## src/design/bstk_pkg.sv

```systemverilog
`timescale 1ns / 1ps
`default_nettype none

package bstk_pkg;

  localparam int unsigned StackDepth = 8;
  localparam int unsigned AddrW      = $clog2(StackDepth);
  localparam int unsigned CountW     = $clog2(StackDepth + 1);
  localparam int unsigned DataW      = 32;

  typedef enum logic [1:0] {
    OP_PUSH    = 2'd0,
    OP_POP     = 2'd1,
    OP_PALCHK  = 2'd2,
    OP_DISPLAY = 2'd3
  } op_e;

  localparam logic [1:0] STATUS_OK        = 2'd0;
  localparam logic [1:0] STATUS_OVERFLOW  = 2'd1;
  localparam logic [1:0] STATUS_UNDERFLOW = 2'd2;

  typedef enum logic [3:0] {
    CMD_NONE,
    CMD_PUSH,
    CMD_OVERFLOW,
    CMD_UNDERFLOW,
    CMD_POP_START,
    CMD_POP_EMIT,
    CMD_PAL_TRIVIAL,
    CMD_PAL_START,
    CMD_PAL_STEP,
    CMD_DISP_START,
    CMD_DISP_STEP
  } cmd_e;

  typedef struct packed {
    logic count_zero;
    logic count_full;
    logic count_le1;
    logic pal_end;
    logic disp_last;
  } sts_t;

endpackage

`default_nettype wire

```

## src/design/bstk_ctrl.sv

```systemverilog
`timescale 1ns / 1ps
`default_nettype none

module bstk_ctrl (
  input  wire logic          clk_i,
  input  wire logic          rst_ni,
  input  wire logic          start_i,
  input  wire logic [1:0]    op_i,
  input  wire bstk_pkg::sts_t sts_i,
  output bstk_pkg::cmd_e     cmd_o,
  output logic               busy_o
);

  typedef enum logic [3:0] {
    S_IDLE = 4'b0001,
    S_POP  = 4'b0010,
    S_PAL  = 4'b0100,
    S_DISP = 4'b1000
  } state_e;

  state_e state_q, state_d;
  bstk_pkg::op_e op;

  assign op     = bstk_pkg::op_e'(op_i);
  assign busy_o = (state_q != S_IDLE);

  always_comb begin
    state_d = state_q;
    cmd_o   = bstk_pkg::CMD_NONE;
    unique case (state_q)
      S_IDLE: begin
        if (start_i) begin
          unique case (op)
            bstk_pkg::OP_PUSH: begin
              cmd_o = sts_i.count_full ? bstk_pkg::CMD_OVERFLOW : bstk_pkg::CMD_PUSH;
            end
            bstk_pkg::OP_POP: begin
              if (sts_i.count_zero) begin
                cmd_o = bstk_pkg::CMD_UNDERFLOW;
              end else begin
                cmd_o   = bstk_pkg::CMD_POP_START;
                state_d = S_POP;
              end
            end
            bstk_pkg::OP_PALCHK: begin
              if (sts_i.count_le1) begin
                cmd_o = bstk_pkg::CMD_PAL_TRIVIAL;
              end else begin
                cmd_o   = bstk_pkg::CMD_PAL_START;
                state_d = S_PAL;
              end
            end
            bstk_pkg::OP_DISPLAY: begin
              if (sts_i.count_zero) begin
                cmd_o = bstk_pkg::CMD_UNDERFLOW;
              end else begin
                cmd_o   = bstk_pkg::CMD_DISP_START;
                state_d = S_DISP;
              end
            end
            default: cmd_o = bstk_pkg::CMD_NONE;
          endcase
        end
      end
      S_POP: begin
        cmd_o   = bstk_pkg::CMD_POP_EMIT;
        state_d = S_IDLE;
      end
      S_PAL: begin
        cmd_o = bstk_pkg::CMD_PAL_STEP;
        if (sts_i.pal_end) begin
          state_d = S_IDLE;
        end
      end
      S_DISP: begin
        cmd_o = bstk_pkg::CMD_DISP_STEP;
        if (sts_i.disp_last) begin
          state_d = S_IDLE;
        end
      end
      default: state_d = S_IDLE;
    endcase
  end

  always_ff @(posedge clk_i or negedge rst_ni) begin
    if (!rst_ni) begin
      state_q <= S_IDLE;
    end else begin
      state_q <= state_d;
    end
  end

`ifndef SYNTH
  a_pop_one_cycle: assert property (@(posedge clk_i) disable iff (!rst_ni)
    state_q == S_POP |=> state_q == S_IDLE)
    else $error("pop did not finish in one cycle");

  a_busy_blocks_cmd: assert property (@(posedge clk_i) disable iff (!rst_ni)
    (state_q != S_IDLE) |-> (cmd_o != bstk_pkg::CMD_PUSH && cmd_o != bstk_pkg::CMD_PAL_START
                             && cmd_o != bstk_pkg::CMD_DISP_START))
    else $error("start command issued while busy");

  a_state_onehot: assert property (@(posedge clk_i) disable iff (!rst_ni)
    $onehot(state_q))
    else $error("state register is not one-hot");
`endif

endmodule

`default_nettype wire

```

## src/design/bstk_dp.sv

```systemverilog
`timescale 1ns / 1ps
`default_nettype none

module bstk_dp (
  input  wire logic                               clk_i,
  input  wire logic                               rst_ni,
  input  wire bstk_pkg::cmd_e                     cmd_i,
  input  wire logic signed [bstk_pkg::DataW-1:0]  push_value_i,
  output bstk_pkg::sts_t                          sts_o,
  output logic                                    done_o,
  output logic signed [bstk_pkg::DataW-1:0]       data_value_o,
  output logic [1:0]                              status_o,
  output logic                                    is_palindrome_o,
  output logic                                    last_result_o
);

  localparam int unsigned AW = bstk_pkg::AddrW;
  localparam int unsigned CW = bstk_pkg::CountW;
  localparam int unsigned DW = bstk_pkg::DataW;

  logic [DW-1:0] stack_mem_q [bstk_pkg::StackDepth];
  logic [DW-1:0] rd_a_q, rd_b_q;

  logic [CW-1:0] count_q, count_d, count_m1;
  logic [AW-1:0] lo_q, lo_d, hi_q, hi_d;

  logic          res_vld_q, res_vld_d;
  logic [DW-1:0] res_data_q, res_data_d;
  logic [1:0]    res_status_q, res_status_d;
  logic          res_pal_q, res_pal_d;
  logic          res_last_q, res_last_d;

  logic          mismatch, pal_end, disp_last, mem_we;

  assign count_m1  = count_q - CW'(1);
  assign mismatch  = (rd_a_q != rd_b_q);
  assign pal_end   = mismatch || (({1'b0, lo_q} + (AW+1)'(2)) >= {1'b0, hi_q});
  assign disp_last = (lo_q == hi_q);
  assign mem_we    = (cmd_i == bstk_pkg::CMD_PUSH);

  assign sts_o.count_zero = (count_q == '0);
  assign sts_o.count_full = (count_q == CW'(bstk_pkg::StackDepth));
  assign sts_o.count_le1  = (count_q <= CW'(1));
  assign sts_o.pal_end    = pal_end;
  assign sts_o.disp_last  = disp_last;

  always_comb begin
    count_d      = count_q;
    lo_d         = lo_q;
    hi_d         = hi_q;
    res_vld_d    = 1'b0;
    res_data_d   = '0;
    res_status_d = bstk_pkg::STATUS_OK;
    res_pal_d    = 1'b0;
    res_last_d   = 1'b1;
    unique case (cmd_i)
      bstk_pkg::CMD_NONE: begin
        res_vld_d = 1'b0;
      end
      bstk_pkg::CMD_PUSH: begin
        count_d   = count_q + CW'(1);
        res_vld_d = 1'b1;
      end
      bstk_pkg::CMD_OVERFLOW: begin
        res_vld_d    = 1'b1;
        res_status_d = bstk_pkg::STATUS_OVERFLOW;
      end
      bstk_pkg::CMD_UNDERFLOW: begin
        res_vld_d    = 1'b1;
        res_status_d = bstk_pkg::STATUS_UNDERFLOW;
      end
      bstk_pkg::CMD_POP_START: begin
        count_d = count_m1;
        lo_d    = count_m1[AW-1:0];
      end
      bstk_pkg::CMD_POP_EMIT: begin
        res_vld_d  = 1'b1;
        res_data_d = rd_a_q;
      end
      bstk_pkg::CMD_PAL_TRIVIAL: begin
        count_d   = '0;
        res_vld_d = 1'b1;
        res_pal_d = 1'b1;
      end
      bstk_pkg::CMD_PAL_START: begin
        count_d = '0;
        lo_d    = '0;
        hi_d    = count_m1[AW-1:0];
      end
      bstk_pkg::CMD_PAL_STEP: begin
        if (pal_end) begin
          res_vld_d = 1'b1;
          res_pal_d = !mismatch;
        end else begin
          lo_d = lo_q + AW'(1);
          hi_d = hi_q - AW'(1);
        end
      end
      bstk_pkg::CMD_DISP_START: begin
        lo_d = '0;
        hi_d = count_m1[AW-1:0];
      end
      bstk_pkg::CMD_DISP_STEP: begin
        res_vld_d  = 1'b1;
        res_data_d = rd_a_q;
        res_last_d = disp_last;
        if (!disp_last) begin
          lo_d = lo_q + AW'(1);
        end
      end
      default: res_vld_d = 1'b0;
    endcase
  end

  always_ff @(posedge clk_i) begin
    if (mem_we) begin
      stack_mem_q[count_q[AW-1:0]] <= push_value_i;
    end
    rd_a_q <= stack_mem_q[lo_d];
    rd_b_q <= stack_mem_q[hi_d];
  end

  always_ff @(posedge clk_i or negedge rst_ni) begin
    if (!rst_ni) begin
      count_q   <= '0;
      lo_q      <= '0;
      hi_q      <= '0;
      res_vld_q <= 1'b0;
    end else begin
      count_q   <= count_d;
      lo_q      <= lo_d;
      hi_q      <= hi_d;
      res_vld_q <= res_vld_d;
    end
  end

  always_ff @(posedge clk_i) begin
    res_data_q   <= res_data_d;
    res_status_q <= res_status_d;
    res_pal_q    <= res_pal_d;
    res_last_q   <= res_last_d;
  end

  assign done_o          = res_vld_q;
  assign data_value_o    = res_data_q;
  assign status_o        = res_status_q;
  assign is_palindrome_o = res_pal_q;
  assign last_result_o   = res_last_q;

`ifndef SYNTH
  a_count_bound: assert property (@(posedge clk_i) disable iff (!rst_ni)
    count_q <= CW'(bstk_pkg::StackDepth))
    else $error("element count above stack depth");

  a_pal_order: assert property (@(posedge clk_i) disable iff (!rst_ni)
    cmd_i == bstk_pkg::CMD_PAL_STEP |-> lo_q < hi_q)
    else $error("palindrome indices crossed");

  a_push_count: assert property (@(posedge clk_i) disable iff (!rst_ni)
    cmd_i == bstk_pkg::CMD_PUSH |=> count_q == $past(count_q) + CW'(1))
    else $error("push did not advance the count");
`endif

endmodule

`default_nettype wire

```

## src/design/bounded_stack_with_palindrome_top.sv

```systemverilog
// Channel  | Ports                                               | Transfer when
// ---------+-----------------------------------------------------+------------------------
// command  | start_i, busy_o, op_i, push_value_i                 | start_i high, busy_o low
// result   | done_o, data_value_o, status_o, is_palindrome_o,    | done_o high (one cycle)
//          | last_result_o                                       |
//
// Push, overflow and underflow are handled in the start cycle; their result shows the cycle after.
// Pop passes through the S_POP state for the registered read of the stack memory.
// Display reads out every stored element, one stored word read per cycle.
// The palindrome check compares one pair per cycle, from both ends toward the middle.
// Reset empties the stack; the memory itself is not cleared.
// The receiver cannot stall; a result is shown for exactly one cycle.
`timescale 1ns / 1ps
`default_nettype none

module bounded_stack_with_palindrome_top (
  input  wire logic                               clk_i,
  input  wire logic                               rst_ni,
  input  wire logic                               start_i,
  output logic                                    busy_o,
  input  wire logic [1:0]                         op_i,
  input  wire logic signed [bstk_pkg::DataW-1:0]  push_value_i,
  output logic                                    done_o,
  output logic signed [bstk_pkg::DataW-1:0]       data_value_o,
  output logic [1:0]                              status_o,
  output logic                                    is_palindrome_o,
  output logic                                    last_result_o
);

  bstk_pkg::cmd_e cmd;
  bstk_pkg::sts_t sts;

  bstk_ctrl u_ctrl (
    .clk_i   (clk_i),
    .rst_ni  (rst_ni),
    .start_i (start_i),
    .op_i    (op_i),
    .sts_i   (sts),
    .cmd_o   (cmd),
    .busy_o  (busy_o)
  );

  bstk_dp u_dp (
    .clk_i           (clk_i),
    .rst_ni          (rst_ni),
    .cmd_i           (cmd),
    .push_value_i    (push_value_i),
    .sts_o           (sts),
    .done_o          (done_o),
    .data_value_o    (data_value_o),
    .status_o        (status_o),
    .is_palindrome_o (is_palindrome_o),
    .last_result_o   (last_result_o)
  );

endmodule

`default_nettype wire
```

## config.mk

```make
export PLATFORM = sky130hd
export DESIGN_NAME = bounded_stack_with_palindrome_top
export DESIGN_NICKNAME = d
export VERILOG_FILES = /design/src/design/bstk_pkg.sv /design/src/design/bstk_ctrl.sv /design/src/design/bstk_dp.sv /design/src/design/bounded_stack_with_palindrome_top.sv
export SDC_FILE = /design/constraint.sdc
export NUM_CORES = 1
export LEC_CHECK = 0
export ABC_AREA = 1
export BUFFER_PORTS_ARGS = -buffer_cell sky130_fd_sc_hd__buf_2
export CAP_MARGIN = 20
export CORE_AREA = 2 2 210 212
export DETAILED_ROUTE_END_ITERATION = 12
export DIE_AREA = 0 0 212 214
export GPL_ROUTABILITY_DRIVEN = 0
export GPL_TIMING_DRIVEN = 0
export PLACE_DENSITY = 0.67
export SLEW_MARGIN = 5
export SYNTH_ARGS = -nofsm -noshare
export SYNTH_HDL_FRONTEND = slang
export SYNTH_SLANG_ARGS = --single-unit
```

## constraint.sdc

```tcl
create_clock -name clk_i -period 7.2 [get_ports clk_i]
set_input_delay 1.44 -clock clk_i [delete_from_list [all_inputs] [get_ports clk_i]]
set_output_delay 1.44 -clock clk_i [all_outputs]
set_load 0.005 [all_outputs]
```

Word-level counts from Yosys, hierarchy flattened:

Memories as Yosys holds them, arrays and structs flattened. A register that Yosys moved wholly into a read port is not among the register bits.
Cells that the tools add are included.

* add/sub/neg operators: 5
* $mul: 0
* divide/modulo/power cells: 0
* order comparisons: 2
* equal/unequal tests: 28
* shifts and indexed selects: 0
* multiplexer cells: 28
* bitwise logic cells: 0
* reductions and logical operators: 10

Operator list (count)
* 4-bit case mux with 3 select lines: 3
* 4-bit two-way mux: 8
* 32-bit != test: 1
* 4-bit case mux with 4 select lines: 2
* 4-bit by 3-bit == test with 1-bit output (second input constant): 5
* 4-bit == test (second input constant): 5
* 4-bit by 2-bit == test with 1-bit output (second input constant): 3
* 3-bit two-way mux: 4
* 3-bit case mux with 4 select lines: 1
* 3-bit != test (second input constant): 3
* 4-bit by 1-bit == test with 1-bit output (second input constant): 2
* 7-bit AND reduction: 1
* 3-bit case mux with 2 select lines: 1
* 2-bit OR reduction: 3
* 6-bit OR reduction: 1
* 1-bit two-way mux: 5
* 3-bit by 2-bit adder with 4-bit output (second input constant): 1
* 4-bit by 1-bit adder with 4-bit output (second input constant): 1
* 2-bit == test (second input constant): 2
* 4-bit by 3-bit greater-or-equal comparator with 1-bit output: 1
* 4-bit by 1-bit less-or-equal comparator with 1-bit output (second input constant): 1
* 4-bit zero test: 1
* 2-bit by 1-bit != test with 1-bit output (second input constant): 2
* 4-bit by 1-bit != test with 1-bit output (second input constant): 1
* 14 further kinds: 15

* register bits: 51
* latch bits: 0
* bits in writable memories: 256
* bits in read-only memories: 0
* bits of input ports: 37
* output and inout port bits: 38
* memories: 1

Memories
* u_dp.stack_mem_q: depth 8, width 32, read ports 2, clocked after Yosys merged registers in 2, wr ports 1, line bstk_dp.sv:21 `logic [DW-1:0] stack_mem_q [bstk_pkg::StackDepth];`

Depth between registers and ports, before layout:

Gate-level depths: netlist (run 1).

* depth in word-level cells: 8
* gate-level depth with buffers: 24

Modules after synthesis:

Synthesis (run 1) repeated with hierarchy kept, for this count alone.

* cells, all modules: 2295
* area total of the unflattened synthesis: 18571.6 um^2

Modules (own cells, without submodules)
* bstk_dp: times used 1, cells an instance 2223, area each 18118.6 um^2
* bstk_ctrl: times used 1, cells an instance 72, area each 452.9 um^2

Worst setup path before layout (run 1):

OpenSTA, ideal clock, no wires.

* path type: input to register
* from: input port op_i[0]
* to: memory u_dp.stack_mem_q[2][0] (netlist bit) (enable)
* data arrival time: 4861 ps
* required time: 6739 ps
* slack: 1878 ps
* stages on the path: 13
* cells stage by stage: inv_1 -> ha_1 -> nand4_1 -> inv_1 -> nor2_1 -> nand2_1 -> nand2_2 -> inv_1 -> nor2_1 -> inv_1 -> nor2_1 -> nand2_1 -> nor3_1

* longest elaborated chain between the ends: 7

RTL lines
* from (decl): line bounded_stack_with_palindrome_top.sv:21 `input wire logic [1:0] op_i,`
* 2-bit == test (tied with other cells): line bstk_ctrl.sv:33 `unique case (op)`
* 4-bit case mux with 4 select lines (*): line bstk_ctrl.sv:33
* 4-bit two-way mux (*): line bstk_ctrl.sv:32 `if (start_i) begin`
* 4-bit case mux with 4 select lines (*): line bstk_ctrl.sv:30 `unique case (state_q)`
* 4-bit by 1-bit == test with 1-bit output (*): line bstk_dp.sv:39 `assign mem_we = (cmd_i == bstk_pkg::CMD_PUSH);`
* 1-bit two-way mux (*): line bstk_dp.sv:116 `if (mem_we) begin`
* 1-bit two-way mux (not written as such) (*): line bstk_dp.sv:117 `stack_mem_q[count_q[AW-1:0]] <= push_value_i;`
* to (decl): line bstk_dp.sv:21

Every way passes the cells marked *; elsewhere a longest branch is shown, timed or not.

Final worst setup path (run 1):

* from: input port op_i[0]
* to: register u_dp.rd_b_q[23] (read register of u_dp.stack_mem_q)

* longest elaborated chain between the ends: 7

RTL lines
* 2-bit == test (tied with other cells): line bstk_ctrl.sv:33
* 4-bit case mux with 4 select lines (*): line bstk_ctrl.sv:33
* 4-bit two-way mux (*): line bstk_ctrl.sv:32
* 4-bit case mux with 4 select lines (*): line bstk_ctrl.sv:30
* 4-bit by 3-bit == test with 1-bit output or 4-bit == test (tied branches): line bstk_dp.sv:56 `unique case (cmd_i)`
* 2-bit OR reduction (no line)
* 3-bit case mux with 2 select lines (*): line bstk_dp.sv:56
* to (decl): line bstk_dp.sv:22 `logic [DW-1:0] rd_a_q, rd_b_q;`

Marks and branches as above.
A chain may end at the register's enable or synchronous reset.

==> flow_results.org, run 1 <==
** Placed design
- Prior to clock tree synthesis, the placed netlist has a worst setup slack of ~2.8 ns.
- IO buf count :: 74
- Total half-perimeter wirelength after legalization and detailed placement :: 43.7 mm

** Floorplan
- Die H :: 214 um
- In this run the count of I/O pins placed on the die edge is 75.
- For this configuration, the core starts out at a cell density of a little over two fifths.
- Site Rows :: between 70 and 80
- The die is 212 um wide.
- The die covers ~45,000 um^2.
- The region available for standard cell placement spans around 43,000 um^2.

** Yosys
- During synthesis, Yosys emitted a total of 0 warnings.
- In the post-synthesis netlist, the biggest area contributors are sky130_fd_sc_hd__edfxtp_1 41%, sky130_fd_sc_hd__nand2_1 16%, sky130_fd_sc_hd__nand3_1 14%.
- Number of distinct standard cells referenced by the synthesized netlist :: 35
- Synthesis produced 2,357 cells.
- FF+latch count, synth :: ~370
- Post-synthesis net count :: 2,408
- Dominant combinational cell family by area after synthesis :: simple AND/OR/NAND/NOR gates
- The mapped netlist covers between 15,000 and 20,000 um^2.
- In the synthesized netlist the dominant register cell turns out to be sky130_fd_sc_hd__edfxtp_1.
- Compound-cell area share of the yosys netlist :: 0.909%
- Synth async-reset ratio :: 4.04%
- Per-instance average area after synthesis :: 7.94 um^2
- Of the post-synthesis cell area, the dominant cell type holds 41.1%.
- Multiplexer cells account for 0% of the synthesized area.
- The share of the Yosys chip area taken by registers is 53.8%.
- Number of enable-type register cells in the synthesized netlist :: 256
- Cell taking the most area after synthesis :: sky130_fd_sc_hd__edfxtp_1
- Synth Area in XOR/XNOR :: less than 1%
- Post-synthesis share of cell area spent on and, or, nand and nor gates :: 32.9%
- Post-synthesis adder-cell area fraction :: less than 1%

** STA
- Based on the critical path, the design can be clocked at up to 252 MHz.
- The worst path needs 3.96 ns of the cycle, external delays included.
- Tcrit/Tclk final :: 55.0%
- Final-report max-slew violation count :: 0
- In this run the tightest slew margin relative to its limit is between 40 and 50%.
- Between clock sinks in the finished design, the worst skew comes to 0.0285 ns.
- Final critical-path setup slack :: 3.24 ns
- Measured slew at the worst slew-check pin :: about 0.84 ns
- Setup repair after global routing left no endpoint under its margin.
- Final number of hold-violating endpoints :: 0
- Endpoints failing setup :: 0

** Pwr
- Leakage :: ~10 nW
- Power per unit of standard cell area :: between 400 and 500 nW/um^2
- Across the VDD grid, the largest voltage drop is 0.237 mV.

** Setup path
- In this run the critical register-to-register path is launched from u_dp.hi_q[2]$_DFF_PN0_.
- CP peak stage delay :: 0.61 ns
- Critical Path Start :: op_i[0]
- CP arrival :: 4.38 ns
- Startpoint kind of the worst setup timing path :: input pin
- Setup CP Type :: in -> reg
- The critical path goes through buf_2 > inv_1 > ha_1 > nor2_1 > nand2_1 > nor2_2 > nor2_4 > nand2_2 > inv_2 > nand3_1 > nand2_1 > nand2_1 > nand2_1 > inv_1 > buf_4 > clkbuf_1 > nand3_1 > nand3_1 > nand2_1 > nand2_1 > nand2_1.
- For this design, the slowest cell found on the critical path is sky130_fd_sc_hd__clkbuf_1.
- The worst setup path is captured at a register.
- Data required time of the worst path :: approximately 7.6 ns
- Crit path top cell by count :: sky130_fd_sc_hd__nand2_1
- In this run the worst path has a maximum fanout of 10.

** Global route
- Wire length of the first global-routing pass :: around 93 mm
- Leftover overflow at the end of global routing :: 0
- The number of global-route vias before repair was 16,900.
- The number of antenna violations at the first check in global routing is 4.
- Largest net degree at the start of global routing :: 20
- Total track usage :: between 20% and 30%

** Hold path
- Hold_sp :: u_dp.rd_a_q[5]$_DFF_P_
- Classification of the worst-slack hold path :: reg -> reg

** Route
- In this run the remaining antenna-violating nets after routing total 0.
- DRT iter0 DRCs :: 2,450
- Number of remaining DRC errors :: 0
- The routed layout has 17,300 vias.
- The first TritonRoute pass finished after 9 iterations.
- The routed design has 61.7 mm of wire.
- Average wire per cell in the routed design :: 19.8 um
- In the routed layout, each cell is associated on average with a via count of 5.54.

** CTS
- Buffers added to address setup during post-CTS repair amount to 0.
- Total of cells resized after clock tree synthesis :: 0
- Clock edge transition at the registers on the reported setup and hold paths :: 0.06 ns
- Max H-tree Level :: 2
- The longest clock path from root to sink contains 3 buffers.
- CTS hold repair buffers :: 0
- CTS Root Buffer Type :: sky130_fd_sc_hd__clkbuf_16
- The clock net in this run drives a total of 371 sinks.
- Clock tree from TritonCTS :: done
- Clock latency on the worst-skew pair :: 0.58 ns
- Number of buffers inserted during clock tree synthesis :: 41

** Cells and area
- Post-layout utilization of the core :: around half
- From synthesis to final layout, the design area changed by 14.6%.
- Fill cell count :: approximately 4,000
- Footprint of the flip-flops and latches :: 10,100 um^2
- Area of combinational cells with multiple inputs :: about 6600 um^2
- Total number of nets in the final design :: roughly 2,500
- Of the cells placed in the final design, the portion with a size suffix greater than 1 is 10.9%.

** Flow run
- Number of max-cap violations :: 0

** Outcome
- Result of the run :: completed
-- layout by cell type (no fill, tap or decap), types with 2 or more instances in the layout --
cell / instances
sky130_fd_sc_hd__and2_1: 2
sky130_fd_sc_hd__xnor2_1: 5
sky130_fd_sc_hd__clkbuf_1: 35
sky130_fd_sc_hd__ha_1: 13
sky130_fd_sc_hd__buf_6: 15
sky130_fd_sc_hd__buf_4: 23
sky130_fd_sc_hd__dfxtp_1: 100
sky130_fd_sc_hd__nand2_1: 778
sky130_fd_sc_hd__inv_6: 5
sky130_fd_sc_hd__o21ai_0: 10
sky130_fd_sc_hd__inv_1: 368
sky130_fd_sc_hd__buf_12: 3
sky130_fd_sc_hd__a21oi_1: 9
sky130_fd_sc_hd__nor2_4: 5
sky130_fd_sc_hd__clkinv_4: 2
sky130_fd_sc_hd__nand3_1: 542
sky130_fd_sc_hd__edfxtp_1: 256
sky130_fd_sc_hd__clkinv_1: 8
sky130_fd_sc_hd__nor2_1: 82
sky130_fd_sc_hd__xor2_1: 5
sky130_fd_sc_hd__clkbuf_16: 43
sky130_fd_sc_hd__nor3_2: 5
sky130_fd_sc_hd__nand4_1: 11
sky130_fd_sc_hd__bufinv_16: 3
sky130_fd_sc_hd__buf_2: 148
sky130_fd_sc_hd__clkinvlp_4: 6
sky130_fd_sc_hd__clkinv_2: 5
sky130_fd_sc_hd__nand2_2: 8
sky130_fd_sc_hd__nor3_1: 4
sky130_fd_sc_hd__dfrtp_1: 14
sky130_fd_sc_hd__buf_1: 4
-- synth_stat cells, types with 4 or more instances --
| cell type | n |
|---|---|
| sky130_fd_sc_hd__buf_1 | 4 |
| sky130_fd_sc_hd__xor2_1 | 5 |
| sky130_fd_sc_hd__ha_1 | 13 |
| sky130_fd_sc_hd__dfxtp_1 | 100 |
| sky130_fd_sc_hd__inv_1 | 368 |
| sky130_fd_sc_hd__nor2_1 | 85 |
| sky130_fd_sc_hd__edfxtp_1 | 256 |
| sky130_fd_sc_hd__o21ai_0 | 10 |
| sky130_fd_sc_hd__xnor2_1 | 5 |
| sky130_fd_sc_hd__nand4_1 | 11 |
| sky130_fd_sc_hd__nand3_1 | 542 |
| sky130_fd_sc_hd__buf_2 | 74 |
| sky130_fd_sc_hd__a21oi_1 | 9 |
| sky130_fd_sc_hd__buf_6 | 9 |
| sky130_fd_sc_hd__nand2_1 | 778 |
| sky130_fd_sc_hd__dfrtp_1 | 14 |
| sky130_fd_sc_hd__nor3_1 | 9 |
| sky130_fd_sc_hd__buf_4 | 9 |
| sky130_fd_sc_hd__clkbuf_1 | 30 |
| sky130_fd_sc_hd__nand2_2 | 8 |
-- worst max-delay path, delay by kind of cell --
family,cells,cell delay [ns]
fa+ha+maj,1,0.26
buf+inv,6,1.23
simple gates,14,1.44
-- flip-flops by register name (all words and copies together) (netlist names) --
name / flops
u_ctrl.state_q: 4
u_dp.count_q: 4
u_dp.data_value_o: 32
u_dp.done_o: 1
u_dp.hi_q: 3
u_dp.is_palindrome_o: 1
u_dp.last_result_o: 1
u_dp.lo_q: 3
u_dp.rd_a_q: 32
u_dp.rd_b_q: 32
u_dp.stack_mem_q: 256
u_dp.status_o: 2
-- area by class of cell --
type,count,area share [%]
Sequential cell,371,46.9
Multi-Input combinational cell,1489,31.0
Inverter,371,6.49
Clock buffer,49,5.17
Tap cell,585,3.41
Buffer,126,3.11
Timing Repair Buffer,97,2.81
Clock inverter,27,1.14
Antenna cell,1,0.0117
-- worst paths after layout --
check | to | slack, ns | depth (start not counted)
min in group asynchronous | u_dp.done_o$_DFF_PN0_ | 0.77 | 1
hold / removal | u_dp.data_value_o[5]$_SDFF_PN0_ | 0.47 | 2
setup / recovery | u_dp.rd_b_q[23]$_DFF_P_ | 3.24 | 21
max in group asynchronous | u_ctrl.state_q[0]$_DFFE_PN1P_ | 6.13 | 1
setup reg to reg | u_dp.rd_a_q[12]$_DFF_P_ | 3.52 | 17
hold reg to reg | u_dp.data_value_o[5]$_SDFF_PN0_ | 0.47 | 2
-- cell families (layout without fill, tap and decap cells) --
| logic type | after synthesis | in the layout |
|---|---|---|
| AND/OR/NAND/NOR | 1438 | 1438 |
| buffers and inverters | 497 | 670 |
| flip-flops | 371 | 371 |
| AO/OA/AOI/OAI | 27 | 27 |
| adder cells (fa/ha/maj) | 14 | 14 |
| XOR/XNOR | 10 | 10 |
| other | 0 | 1 |
-- metal layers --
metal,share of wire [%],vias to the layer above,global-route usage (%)
met5,0.058,-,0
met4,5.5,6,15.8
met3,14,327,6.54
met2,44,1261,41.8
met1,37,7880,34.3
li1,-,7795,-
-- power by group --
part           internal, mW  switching (mW)
Clock                  1.22           0.890
Combinational          1.54            3.88
Sequential             2.68           0.235
Total                  5.44            5.01
-- through the flow --
step	area, um^2	TNS [ns]	total power [mW]	hold WS (ns)	instances
finish	21500	0	10.4	0.466	3116
detailed placement	20100	0	8.09	0.454	3039
global route	21500	0	11.0	0.490	3116
CTS	21500	0	10.2	0.468	3115
global placement	19800	-150.04	7.96	0.444	3016
floorplan	18700	0	6.30	0.430	2357
Power figures use the tool's default switching activity.
==> run 2: changes to the inputs <==
--- a/config.mk
+++ b/config.mk
@@ -5,12 +5,12 @@
 export SDC_FILE = /design/constraint.sdc
 export NUM_CORES = 1
 export LEC_CHECK = 0
-export ABC_AREA = 1
+export ABC_AREA = 0
 export BUFFER_PORTS_ARGS = -buffer_cell sky130_fd_sc_hd__buf_2
 export CAP_MARGIN = 20
-export CORE_AREA = 2 2 210 212
+export CORE_AREA = 2 2 196 198
 export DETAILED_ROUTE_END_ITERATION = 12
-export DIE_AREA = 0 0 212 214
+export DIE_AREA = 0 0 198 200
 export GPL_ROUTABILITY_DRIVEN = 0
 export GPL_TIMING_DRIVEN = 0
 export PLACE_DENSITY = 0.67
==> constraint.sdc (replaced) <==
create_clock -name clk_i -period 3.98 [get_ports clk_i]
set_input_delay 0.796 -clock clk_i [delete_from_list [all_inputs] [get_ports clk_i]]
set_output_delay 0.796 -clock clk_i [all_outputs]
set_load 0.005 [all_outputs]
==> run 2 against run 1 <==
Worst setup slack got worse by 3.1 ns. First-iteration DRC count decreased by 66%. Synthesized area decreased by 13%. Synthesized cell count decreased by 52%. Register-to-register slack got worse by 3.4 ns. Hold slack got worse by 0.27 ns. Global-route usage decreased by 5.3 points. Sequential power increased by 76%. Largest cell class unchanged. Highest routed layer unchanged.
==> flow_results.org, run 2 <==
** STA
- Setup repair after global routing missed its margin :: no (unchanged)
- Final number of hold-violating endpoints :: 0 (unchanged)
- The number of setup violations in the final report is 0 (unchanged).
- The worst hold-check slack is 0.200 ns (was 0.466 ns).
- The number of max-slew violations in the final report came to 0 (unchanged).
- Headroom to the max-slew limit :: 49.6% (was 43.7%)
- After layout, the worst path uses around 100% of the clock period.
- The minimum setup slack in the final design is 0.113 ns (was 3.24 ns).
- Measured slew at the worst slew-check pin :: 0.754 ns (was 0.844 ns)
- Static timing analysis puts the maximum clock frequency at 259 MHz.
- After layout, the minimum clock period comes to slightly below 4 ns.
- Clock Skew :: 0.0263 ns (was 0.0285 ns)

** Cells and area
- Number of flip-flops in the largest register :: 256 (unchanged)
- The number of fill cells in the layout came to 3,058 (was 4,033).
- Finished Cell Area :: 19,400 um^2 (was 21,500 um^2)
- The growth of design area from synthesis to finish was 19.2% (was 14.6%).
- Fraction of layout cells with a size suffix above 1 :: 23.0% (was 10.9%)
- Leading cell types in the layout, fill and taps excluded :: 256 x sky130_fd_sc_hd__edfxtp_1, 226 x sky130_fd_sc_hd__mux2i_1, 100 x sky130_fd_sc_hd__dfxtp_1 (was 778 x sky130_fd_sc_hd__nand2_1, 542 x sky130_fd_sc_hd__nand3_1, 368 x sky130_fd_sc_hd__inv_1)
- Total number of nets in the final design :: 1,336 (was 2,548)
- The number of standard cells in the layout, taps in and fillers out was 1,827 (was 3,116).
- The post-route core utilization came to 51.8% (was 50.0%).
- Footprint of the flip-flops and latches :: 10,100 um^2 (about the same)
- The leading cell type in the layout, fill and taps excluded is sky130_fd_sc_hd__edfxtp_1 (was sky130_fd_sc_hd__nand2_1).
- Area of combinational cells with multiple inputs :: 5890 um^2 (was 6650 um^2)
- The count of antenna diodes in the layout was 0 (was 1).

** Yosys
- Summed instance area of the synthesized netlist :: 16,200 um^2 (was 18,700 um^2)
- The mean instance size in the synthesized netlist came to 14.3 um^2 (was 7.94 um^2).
- Sequential fraction of the synthesis area :: 62.0% (was 53.8%)
- The Yosys warning count came to 0 (unchanged).
- The share of async-settable or async-resettable flops after synthesis came to 4.04% (unchanged).
- The commonest register cell after synthesis is sky130_fd_sc_hd__edfxtp_1 (unchanged).
- FF+latch count, synth :: 371 (unchanged)
- The most used standard cell by instance count after synthesis was sky130_fd_sc_hd__edfxtp_1 (was sky130_fd_sc_hd__nand2_1).
- Area share of the leading cell type in the synthesized netlist :: 47.3% (was 41.1%)
- Commonest cells in the netlist :: 256 x sky130_fd_sc_hd__edfxtp_1, 226 x sky130_fd_sc_hd__mux2i_1, 100 x sky130_fd_sc_hd__dfxtp_1 (was 778 x sky130_fd_sc_hd__nand2_1, 542 x sky130_fd_sc_hd__nand3_1, 368 x sky130_fd_sc_hd__inv_1)
- The number of standard cells after synthesis came to 1,135 (was 2,357).
- The number of different library cells in the post-synthesis netlist was 71 (was 35).
- Biggest area contributors in the synthesized netlist: sky130_fd_sc_hd__edfxtp_1 47%, sky130_fd_sc_hd__mux2i_1 14%, sky130_fd_sc_hd__dfxtp_1 12% (was sky130_fd_sc_hd__edfxtp_1 41%, sky130_fd_sc_hd__nand2_1 16%, sky130_fd_sc_hd__nand3_1 14%).
- Number of enable-type register cells in the synthesized netlist :: 256 (unchanged)
- The total nets after synthesis came to 1,186 (was 2,408).
- The post-synthesis cell type with the largest combined area is sky130_fd_sc_hd__edfxtp_1 (unchanged).

** Route
- The wire length per cell came to 23.6 um (was 19.8 um).
- The detailed-route vias per instance came to 5.61 (was 5.54).
- First drt pass iteration count :: 6 (was 9)
- Routed Wire Length :: 43.1 mm (was 61.7 mm)
- The total DRC errors in the routed layout was 0 (unchanged).
- The total vias in the final route is 10,200 (was 17,300).
- The final antenna-violating net count was 0 (unchanged).
- DRT iter0 DRCs :: 825 (was 2,450)

** Floorplan
- Total I/O pin count :: 75 (unchanged)
- Width of the chip :: 198 um (was 212 um)
- Die H :: 200 um (was 214 um)
- Starting density of the core :: 43.4% (was 43.7%)
- The core footprint is 37,400 um^2 (was 42,900 um^2).
- Die Area :: 39,600 um^2 (was 45,400 um^2)
- Site Rows :: 71 (was 76)

** Pwr
- The switching power of the nets came to 5.31 mW (was 5.01 mW).
- Switching share of total power :: 35.7% (was 47.9%)
- The share of power burned in registers came to 34.5% (was 27.9%).
- The leakage power of the design was 7.48 nW (was 10.5 nW).
- The internal power came to 9.58 mW (was 5.44 mW).
- Clock network fraction of design power :: 25.0% (was 20.2%)
- Worst VDD drop :: 0.397 mV (was 0.237 mV)
- The share of total power in combinational logic came to 40.5% (was 51.9%).
- Power per unit of standard cell area :: 769 nW/um^2 (was 487 nW/um^2)

** Global route
- Largest net degree at the start of global routing :: 23 (was 20)
- Number of global-route vias before repair :: 10,300 (was 16,900)
- Leftover overflow at the end of global routing :: 0 (unchanged)
- Wire length of the first global-routing pass :: 62.9 mm (was 93.4 mm)
- The total routing usage reported by global routing came to 21.7% (was 27.0%).
- Antenna violations before repair :: 4 (unchanged)

** Flow run
- The count of maximum capacitance violations was 0 (unchanged).

** Outcome
- Result of the run: completed (unchanged).

** Placed design
- Worst slack at placement :: -1.20 ns (was 2.77 ns)
- The count of buffers inserted at the top-level ports came to 74 (unchanged).
- Number of placed cells counting well taps :: 1,741 (was 3,039)
- The placement-stage cell area came to 17,700 um^2 (was 20,100 um^2).
- The total half-perimeter wirelength after legalization and detailed placement is 28.9 mm (was 43.7 mm).

** CTS
- The clock slew at the register clock pins of the worst setup and hold paths is 0.06 ns (about the same).
- The total number of H-tree levels is 2 (unchanged).
- CTS hold repair buffers :: 0 (unchanged)
- Clock latency on the worst-skew pair :: 0.54 ns (was 0.58 ns)
- The sink count of the clock tree is 371 (unchanged).
- The number of buffers inserted during clock tree synthesis is 39 (was 41).
- Clk buf depth :: 3 (unchanged)
- CTS Root Buffer Type :: sky130_fd_sc_hd__clkbuf_16 (unchanged)
- The clock tree from TritonCTS was done (unchanged).

** Hold path
- Classification of the worst-slack hold path :: in -> async (was reg -> reg)

** Setup path
- CP arrival :: 4.29 ns (was 4.38 ns)
- Setup CP Type :: reg -> reg (was in -> reg)
- Source of the worst register-to-register timing path :: u_dp.count_q[1]$_DFFE_PN0P_ (was u_dp.hi_q[2]$_DFF_PN0_)
- Gate family responsible for the most delay along the worst path :: simple AND/OR/NAND/NOR gates (unchanged)
- Flop-to-flop setup slack :: 0.11 ns (was 3.52 ns)
- Depth of the worst register-to-register path :: 12 (was 17)
- Critical-path maximum fanout :: 10 (unchanged)
- The number of buffers and inverters on the critical path is 3 (was 6).
- Cells traversed along the worst timing path: inv_2 > ha_1 > buf_4 > or3b_4 > and3_1 > nor4b_4 > nand3_2 > o221a_2 > nand3_1 > buf_2 > mux2_2 > o211a_1 (was buf_2 > inv_1 > ha_1 > nor2_1 > nand2_1 > nor2_2 > nor2_4 > nand2_2 > inv_2 > nand3_1 > nand2_1 > nand2_1 > nand2_1 > inv_1 > buf_4 > clkbuf_1 > nand3_1 > nand3_1 > nand2_1 > nand2_1 > nand2_1).
- CP peak stage delay :: 0.50 ns (was 0.61 ns)
- Critical R2R Capture :: u_dp.rd_a_q[17]$_DFF_P_ (was u_dp.rd_a_q[12]$_DFF_P_)
- Worst-path cell with the longest stage delay :: sky130_fd_sc_hd__dfrtp_2 (was sky130_fd_sc_hd__clkbuf_1)
- The kind of end point of the critical path is a register (unchanged).
- Startpoint kind of the worst setup timing path :: register (was input pin)
- Data required time of the worst path :: 4.40 ns (was 7.62 ns)
run 2: cell count changes after synthesis, moves of 28 or more:
cell and change:
sky130_fd_sc_hd__a22o_1 +64, sky130_fd_sc_hd__a22oi_1 +34, sky130_fd_sc_hd__mux2i_1 +226, sky130_fd_sc_hd__nor2_1 -38
sky130_fd_sc_hd__xnor2_1 +28, sky130_fd_sc_hd__and2_1 +33, sky130_fd_sc_hd__o211a_1 +33, sky130_fd_sc_hd__mux2_2 +32
sky130_fd_sc_hd__nand2_1 -722, sky130_fd_sc_hd__buf_2 -44, sky130_fd_sc_hd__nand3_1 -538, sky130_fd_sc_hd__inv_1 -352
run 2: cells by family (layout without fill, tap and decap cells):
family	after synthesis	in the layout	synth area share, %
buffers and inverters	80	261	2.78
and+or+nand+nor	195	195	6.36
xor gates and xnor gates	36	36	1.94
adders and majority gates	14	14	1.12
DFF	371	371	62.0
AOI/OAI and AO/OA	181	181	9.67
muxes	258	258	16.1
run 2: cell type report:
type / instances / share of cell area (%)
repair buffers: 111 / 4.37
clock buffers: 52 / 5.93
clock inverters: 20 / 1.00
multi-input cells: 684 / 30.4
inverters: 16 / 0.330
plain buffers: 62 / 2.63
well taps: 511 / 3.30
flip-flops and latches: 371 / 52.0
run 2: power by group through the flow:
| stage | Clock, mW | Combinational (mW) | Sequential (mW) |
|---|---|---|---|
| after global placement | 0 | 5.53 | 5.21 |
| after CTS | 3.78 | 5.89 | 5.13 |
| after global routing | 3.94 | 6.37 | 5.19 |
| after detailed placement | 0 | 5.70 | 5.21 |
| final | 3.72 | 6.03 | 5.14 |
| after floorplan | 0 | 3.91 | 5.11 |
run 2: per-stage QoR:
step	setup TNS [ns]	power (mW)
after floorplan	-81.76	9.02
after global placement	-646.91	10.7
after detailed placement	-199.33	10.9
after CTS	-0.135	14.8
after global routing	0	15.5
final	0	14.9
run 2: how the worst max path moves through the flow:
stage / start / endpoint / slack [ns] / depth (start not counted)
floorplan: u_dp.count_q[0]$_DFFE_PN0P_ / u_dp.stack_mem_q[1][0]$_DFFE_PP_ / -0.51 / 10
global placement: u_dp.count_q[0]$_DFFE_PN0P_ / u_dp.stack_mem_q[3][15]$_DFFE_PP_ / -3.27 / 10
detailed placement: u_dp.count_q[0]$_DFFE_PN0P_ / u_dp.stack_mem_q[6][7]$_DFFE_PP_ / -1.20 / 12
CTS: u_dp.count_q[0]$_DFFE_PN0P_ / u_dp.stack_mem_q[6][14]$_DFFE_PP_ / -0.01 / 12
global route: u_dp.count_q[0]$_DFFE_PN0P_ / u_dp.rd_a_q[30]$_DFF_P_ / 0.01 / 15
finish: u_dp.count_q[1]$_DFFE_PN0P_ / u_dp.rd_a_q[17]$_DFF_P_ / 0.11 / 12
run 2: timing repair:
action,4_1_cts,5_1_grt
resized for setup,47,24
pin swaps,6,5
cloned,0,0
buffers inserted,9,7
endpoints found under the setup margin,353,217
run 2: routing by layer:
layer / track usage (%) / wire, um / part of all wire, % / up-vias
li1: - / - / - / 4650
met1: 28.7 / 18500 / 43 / 5094
met2: 36.2 / 20700 / 48 / 386
met3: 3.63 / 2520 / 5.8 / 104
met4: 8.05 / 1400 / 3.2 / 8
met5: 0 / 49 / 0.11 / -
==> run 3: changes to the inputs <==
==> constraint.sdc (replaced) <==
create_clock -name clk_i -period 4.74 [get_ports clk_i]
set_input_delay 0.948 -clock clk_i [delete_from_list [all_inputs] [get_ports clk_i]]
set_output_delay 0.948 -clock clk_i [all_outputs]
set_load 0.005 [all_outputs]
==> run 3 against run 2 <==
Cell area is 2.3% lower. Clock skew decreased by 0.013 ns. Sequential share of layout area is 1.2 points higher. Cell count about the same. Register-to-register slack gained 0.18 ns. First-iteration DRC count grew 9.3%. Fmax fell by 13%. Critical endpoint is now u_dp.rd_a_q[14]$_DFF_P_.
==> flow_results.org, run 3 (synthesis gave the netlist of run 2 again) <==
** STA
- The hold violation total from the final report is 0 (unchanged).
- Final-report max-slew violation count :: 0 (unchanged)
- The clock skew after layout is 0.0137 ns (was 0.0263 ns).
- The worst hold-check slack is 0.351 ns (was 0.200 ns).
- Upper clock frequency limit :: 225 MHz (was 259 MHz)
- Headroom to the max-slew limit :: 38.3% (was 49.6%)
- Setup repair after global routing missed its margin: no (unchanged).
- The worst-margin pin slew came to 0.918 ns (was 0.754 ns).
- The final period utilization came to 93.8% (was 97.2%).
- Endpoints failing setup :: 0 (unchanged)
- Post-layout min period :: 4.45 ns (was 3.87 ns)
- The sum of negative setup slack was 0 ns (unchanged).

** Setup path
- The category of the worst setup path launch point is a register (unchanged).
- The maximum net fanout on the critical path was 10 (unchanged).
- The kind of end point of the critical path is a register (unchanged).
- The endpoint arrival time on the critical path is 4.86 ns (was 4.29 ns).
- Data required time of the worst path :: 5.16 ns (was 4.40 ns)
- Setup CP Type :: reg -> reg (unchanged)

** CTS
- The number of buffers inserted during clock tree synthesis is 39 (unchanged).
- The cell chosen for the clock root is sky130_fd_sc_hd__clkbuf_16 (unchanged).
- Clock latency on the worst-skew pair :: 0.53 ns (was 0.54 ns)
- The total number of H-tree levels is 2 (unchanged).
- CTS sink count :: 371 (unchanged)
- The hold buffer count at cts came to 0 (unchanged).
- The number of buffers between clock root and the deepest sink was 3 (unchanged).
- The clock tree from TritonCTS is done (unchanged).
- The clock slew at the register clock pins of the worst setup and hold paths came to 0.06 ns (about the same).

** Cells and area
- Total number of nets in the final design :: 1,336 (unchanged)
- Signed area change from the synthesized netlist to the final layout :: 16.5% (was 19.2%)
- The number of flip-flops under the largest register name is 256 (unchanged).
- The fraction of final layout cells with drive strength greater than 1 is 21.3% (was 23.0%).
- Leading cell types in the layout, fill and taps excluded :: 256 x sky130_fd_sc_hd__edfxtp_1, 226 x sky130_fd_sc_hd__mux2i_1, 105 x sky130_fd_sc_hd__buf_2 (was 256 x sky130_fd_sc_hd__edfxtp_1, 226 x sky130_fd_sc_hd__mux2i_1, 100 x sky130_fd_sc_hd__dfxtp_1)
- Most frequent standard cell in the layout excluding fill and tap cells :: sky130_fd_sc_hd__edfxtp_1 (unchanged)
- The number of standard cells in the layout, taps in and fillers out came to 1,828 (was 1,827).

** Route
- Antenna violation net count after detailed routing :: 0 (unchanged)
- The first-pass iteration count of the detailed router is 5 (was 6).
- The total vias in the final route was 10,200 (about the same).
- The final routed wirelength across all metal layers came to 42.9 mm (was 43.1 mm).
- The total DRC errors in the routed layout was 0 (unchanged).
- The detailed-route vias per instance is 5.60 (was 5.61).
- Average wire per cell in the routed design :: 23.5 um (was 23.6 um)
- DRT iter0 DRCs :: 902 (was 825)

** Pwr
- The worst vdd rail ir drop came to 0.319 mV (was 0.397 mV).
- The total power per unit cell area came to 639 nW/um^2 (was 769 nW/um^2).
- The leakage power of the design was 7.35 nW (was 7.48 nW).
- The post-layout total power came to 12.1 mW (was 14.9 mW).

** Floorplan
- The core footprint is 37,400 um^2 (unchanged).
- Total I/O pin count :: 75 (unchanged)
- The number of core rows came to 71 (unchanged).
- Die Area :: 39,600 um^2 (unchanged)
- The floorplan die width was 198 um (unchanged).
- Starting density of the core :: 43.4% (unchanged)
- Die H :: 200 um (unchanged)

** Placed design
- Number of placed cells counting well taps :: 1,750 (was 1,741)
- The count of buffers inserted at the top-level ports came to 74 (unchanged).
- The total half-perimeter wirelength after legalization and detailed placement was 28.8 mm (was 28.9 mm).

** Outcome
- Result of the run :: completed (unchanged)

** Global route
- Number of global-route vias before repair :: 10,200 (was 10,300)
- The global-route wire length before repair came to 63.0 mm (was 62.9 mm).
- The total global routing overflow was 0 (unchanged).
- The total routing usage reported by global routing is 21.8% (was 21.7%).
- Largest net degree at the start of global routing :: 19 (was 23)
- The number of antenna violations at the first check in global routing is 5 (was 4).

** Flow run
- Number of max-cap violations :: 0 (unchanged)

** Hold path
- The path category of the worst min-delay check is in -> async (unchanged).
-- run 3: report_power, final --
part | switching [mW] | total (mW) | internal (mW)
combinational | 2.85 | 4.86 | 2.00
sequential | 0.305 | 4.31 | 4.00
clock | 1.22 | 2.93 | 1.71
-- run 3: layout make-up --
type	count	area (um^2)
antenna	1	2.50
buffer	64	398
clock buffer	60	1170
clock inverter	12	76.3
fill	3163	18500
inverter	16	60.1
multi-input combinational	684	5790
sequential	371	10100
tap	511	639
timing repair buffer	109	722
-- run 3: path summary, 6_finish.rpt --
path	end	startpoint	slack [ns]	cells past startpoint
min reg2reg	u_dp.data_value_o[2]$_SDFF_PN0_	u_dp.rd_a_q[2]$_DFF_P_	0.47	1
max in group asynchronous	u_ctrl.state_q[0]$_DFFE_PN1P_	rst_ni	4.07	1
max reg2reg	u_dp.rd_a_q[14]$_DFF_P_	u_dp.rd_a_q[4]$_DFF_P_	0.29	11
min in group clk_i	u_dp.data_value_o[2]$_SDFF_PN0_	u_dp.rd_a_q[2]$_DFF_P_	0.47	1
max	u_dp.rd_a_q[14]$_DFF_P_	u_dp.rd_a_q[4]$_DFF_P_	0.29	11
min	u_dp.count_q[2]$_DFFE_PN0P_	rst_ni	0.35	1
-- run 3: metrics by stage --
step	setup slack [ns]	utilization, %	instance area, um^2
CTS	0.00878	50.6	18900
detailed placement	-0.186	47.1	17600
floorplan	-1.09	-	16300
global route	0.145	50.6	18900
global placement	-5.71	46.2	17300
finish	0.295	50.6	18900
-- run 3: layer usage --
metal,routed length (um),GRT usage [%]
met2,20500,36.6
met5,31,0
met4,1240,7.57
met1,18300,28.9
met3,2790,3.56
-- run 3: what timing repair did --
action                                  4_1_cts  5_1_grt
buffers inserted                              5        0
pin swaps                                     3        0
resized for setup                             3        9
cloned                                        0        0
endpoints found under the setup margin       59      119
-- run 3: critical path, stage by stage (launching register included) --
cell	delay, ns
sky130_fd_sc_hd__dfxtp_1	0.32
sky130_fd_sc_hd__xnor2_1	0.52
sky130_fd_sc_hd__nand4_1	0.18
sky130_fd_sc_hd__nor4_1	0.82
sky130_fd_sc_hd__nand4b_1	0.53
sky130_fd_sc_hd__o221a_2	0.45
sky130_fd_sc_hd__nand3_1	0.17
sky130_fd_sc_hd__buf_2	0.38
sky130_fd_sc_hd__buf_2	0.45
sky130_fd_sc_hd__mux2i_1	0.25
sky130_fd_sc_hd__nand2_1	0.08
sky130_fd_sc_hd__o211a_1	0.17
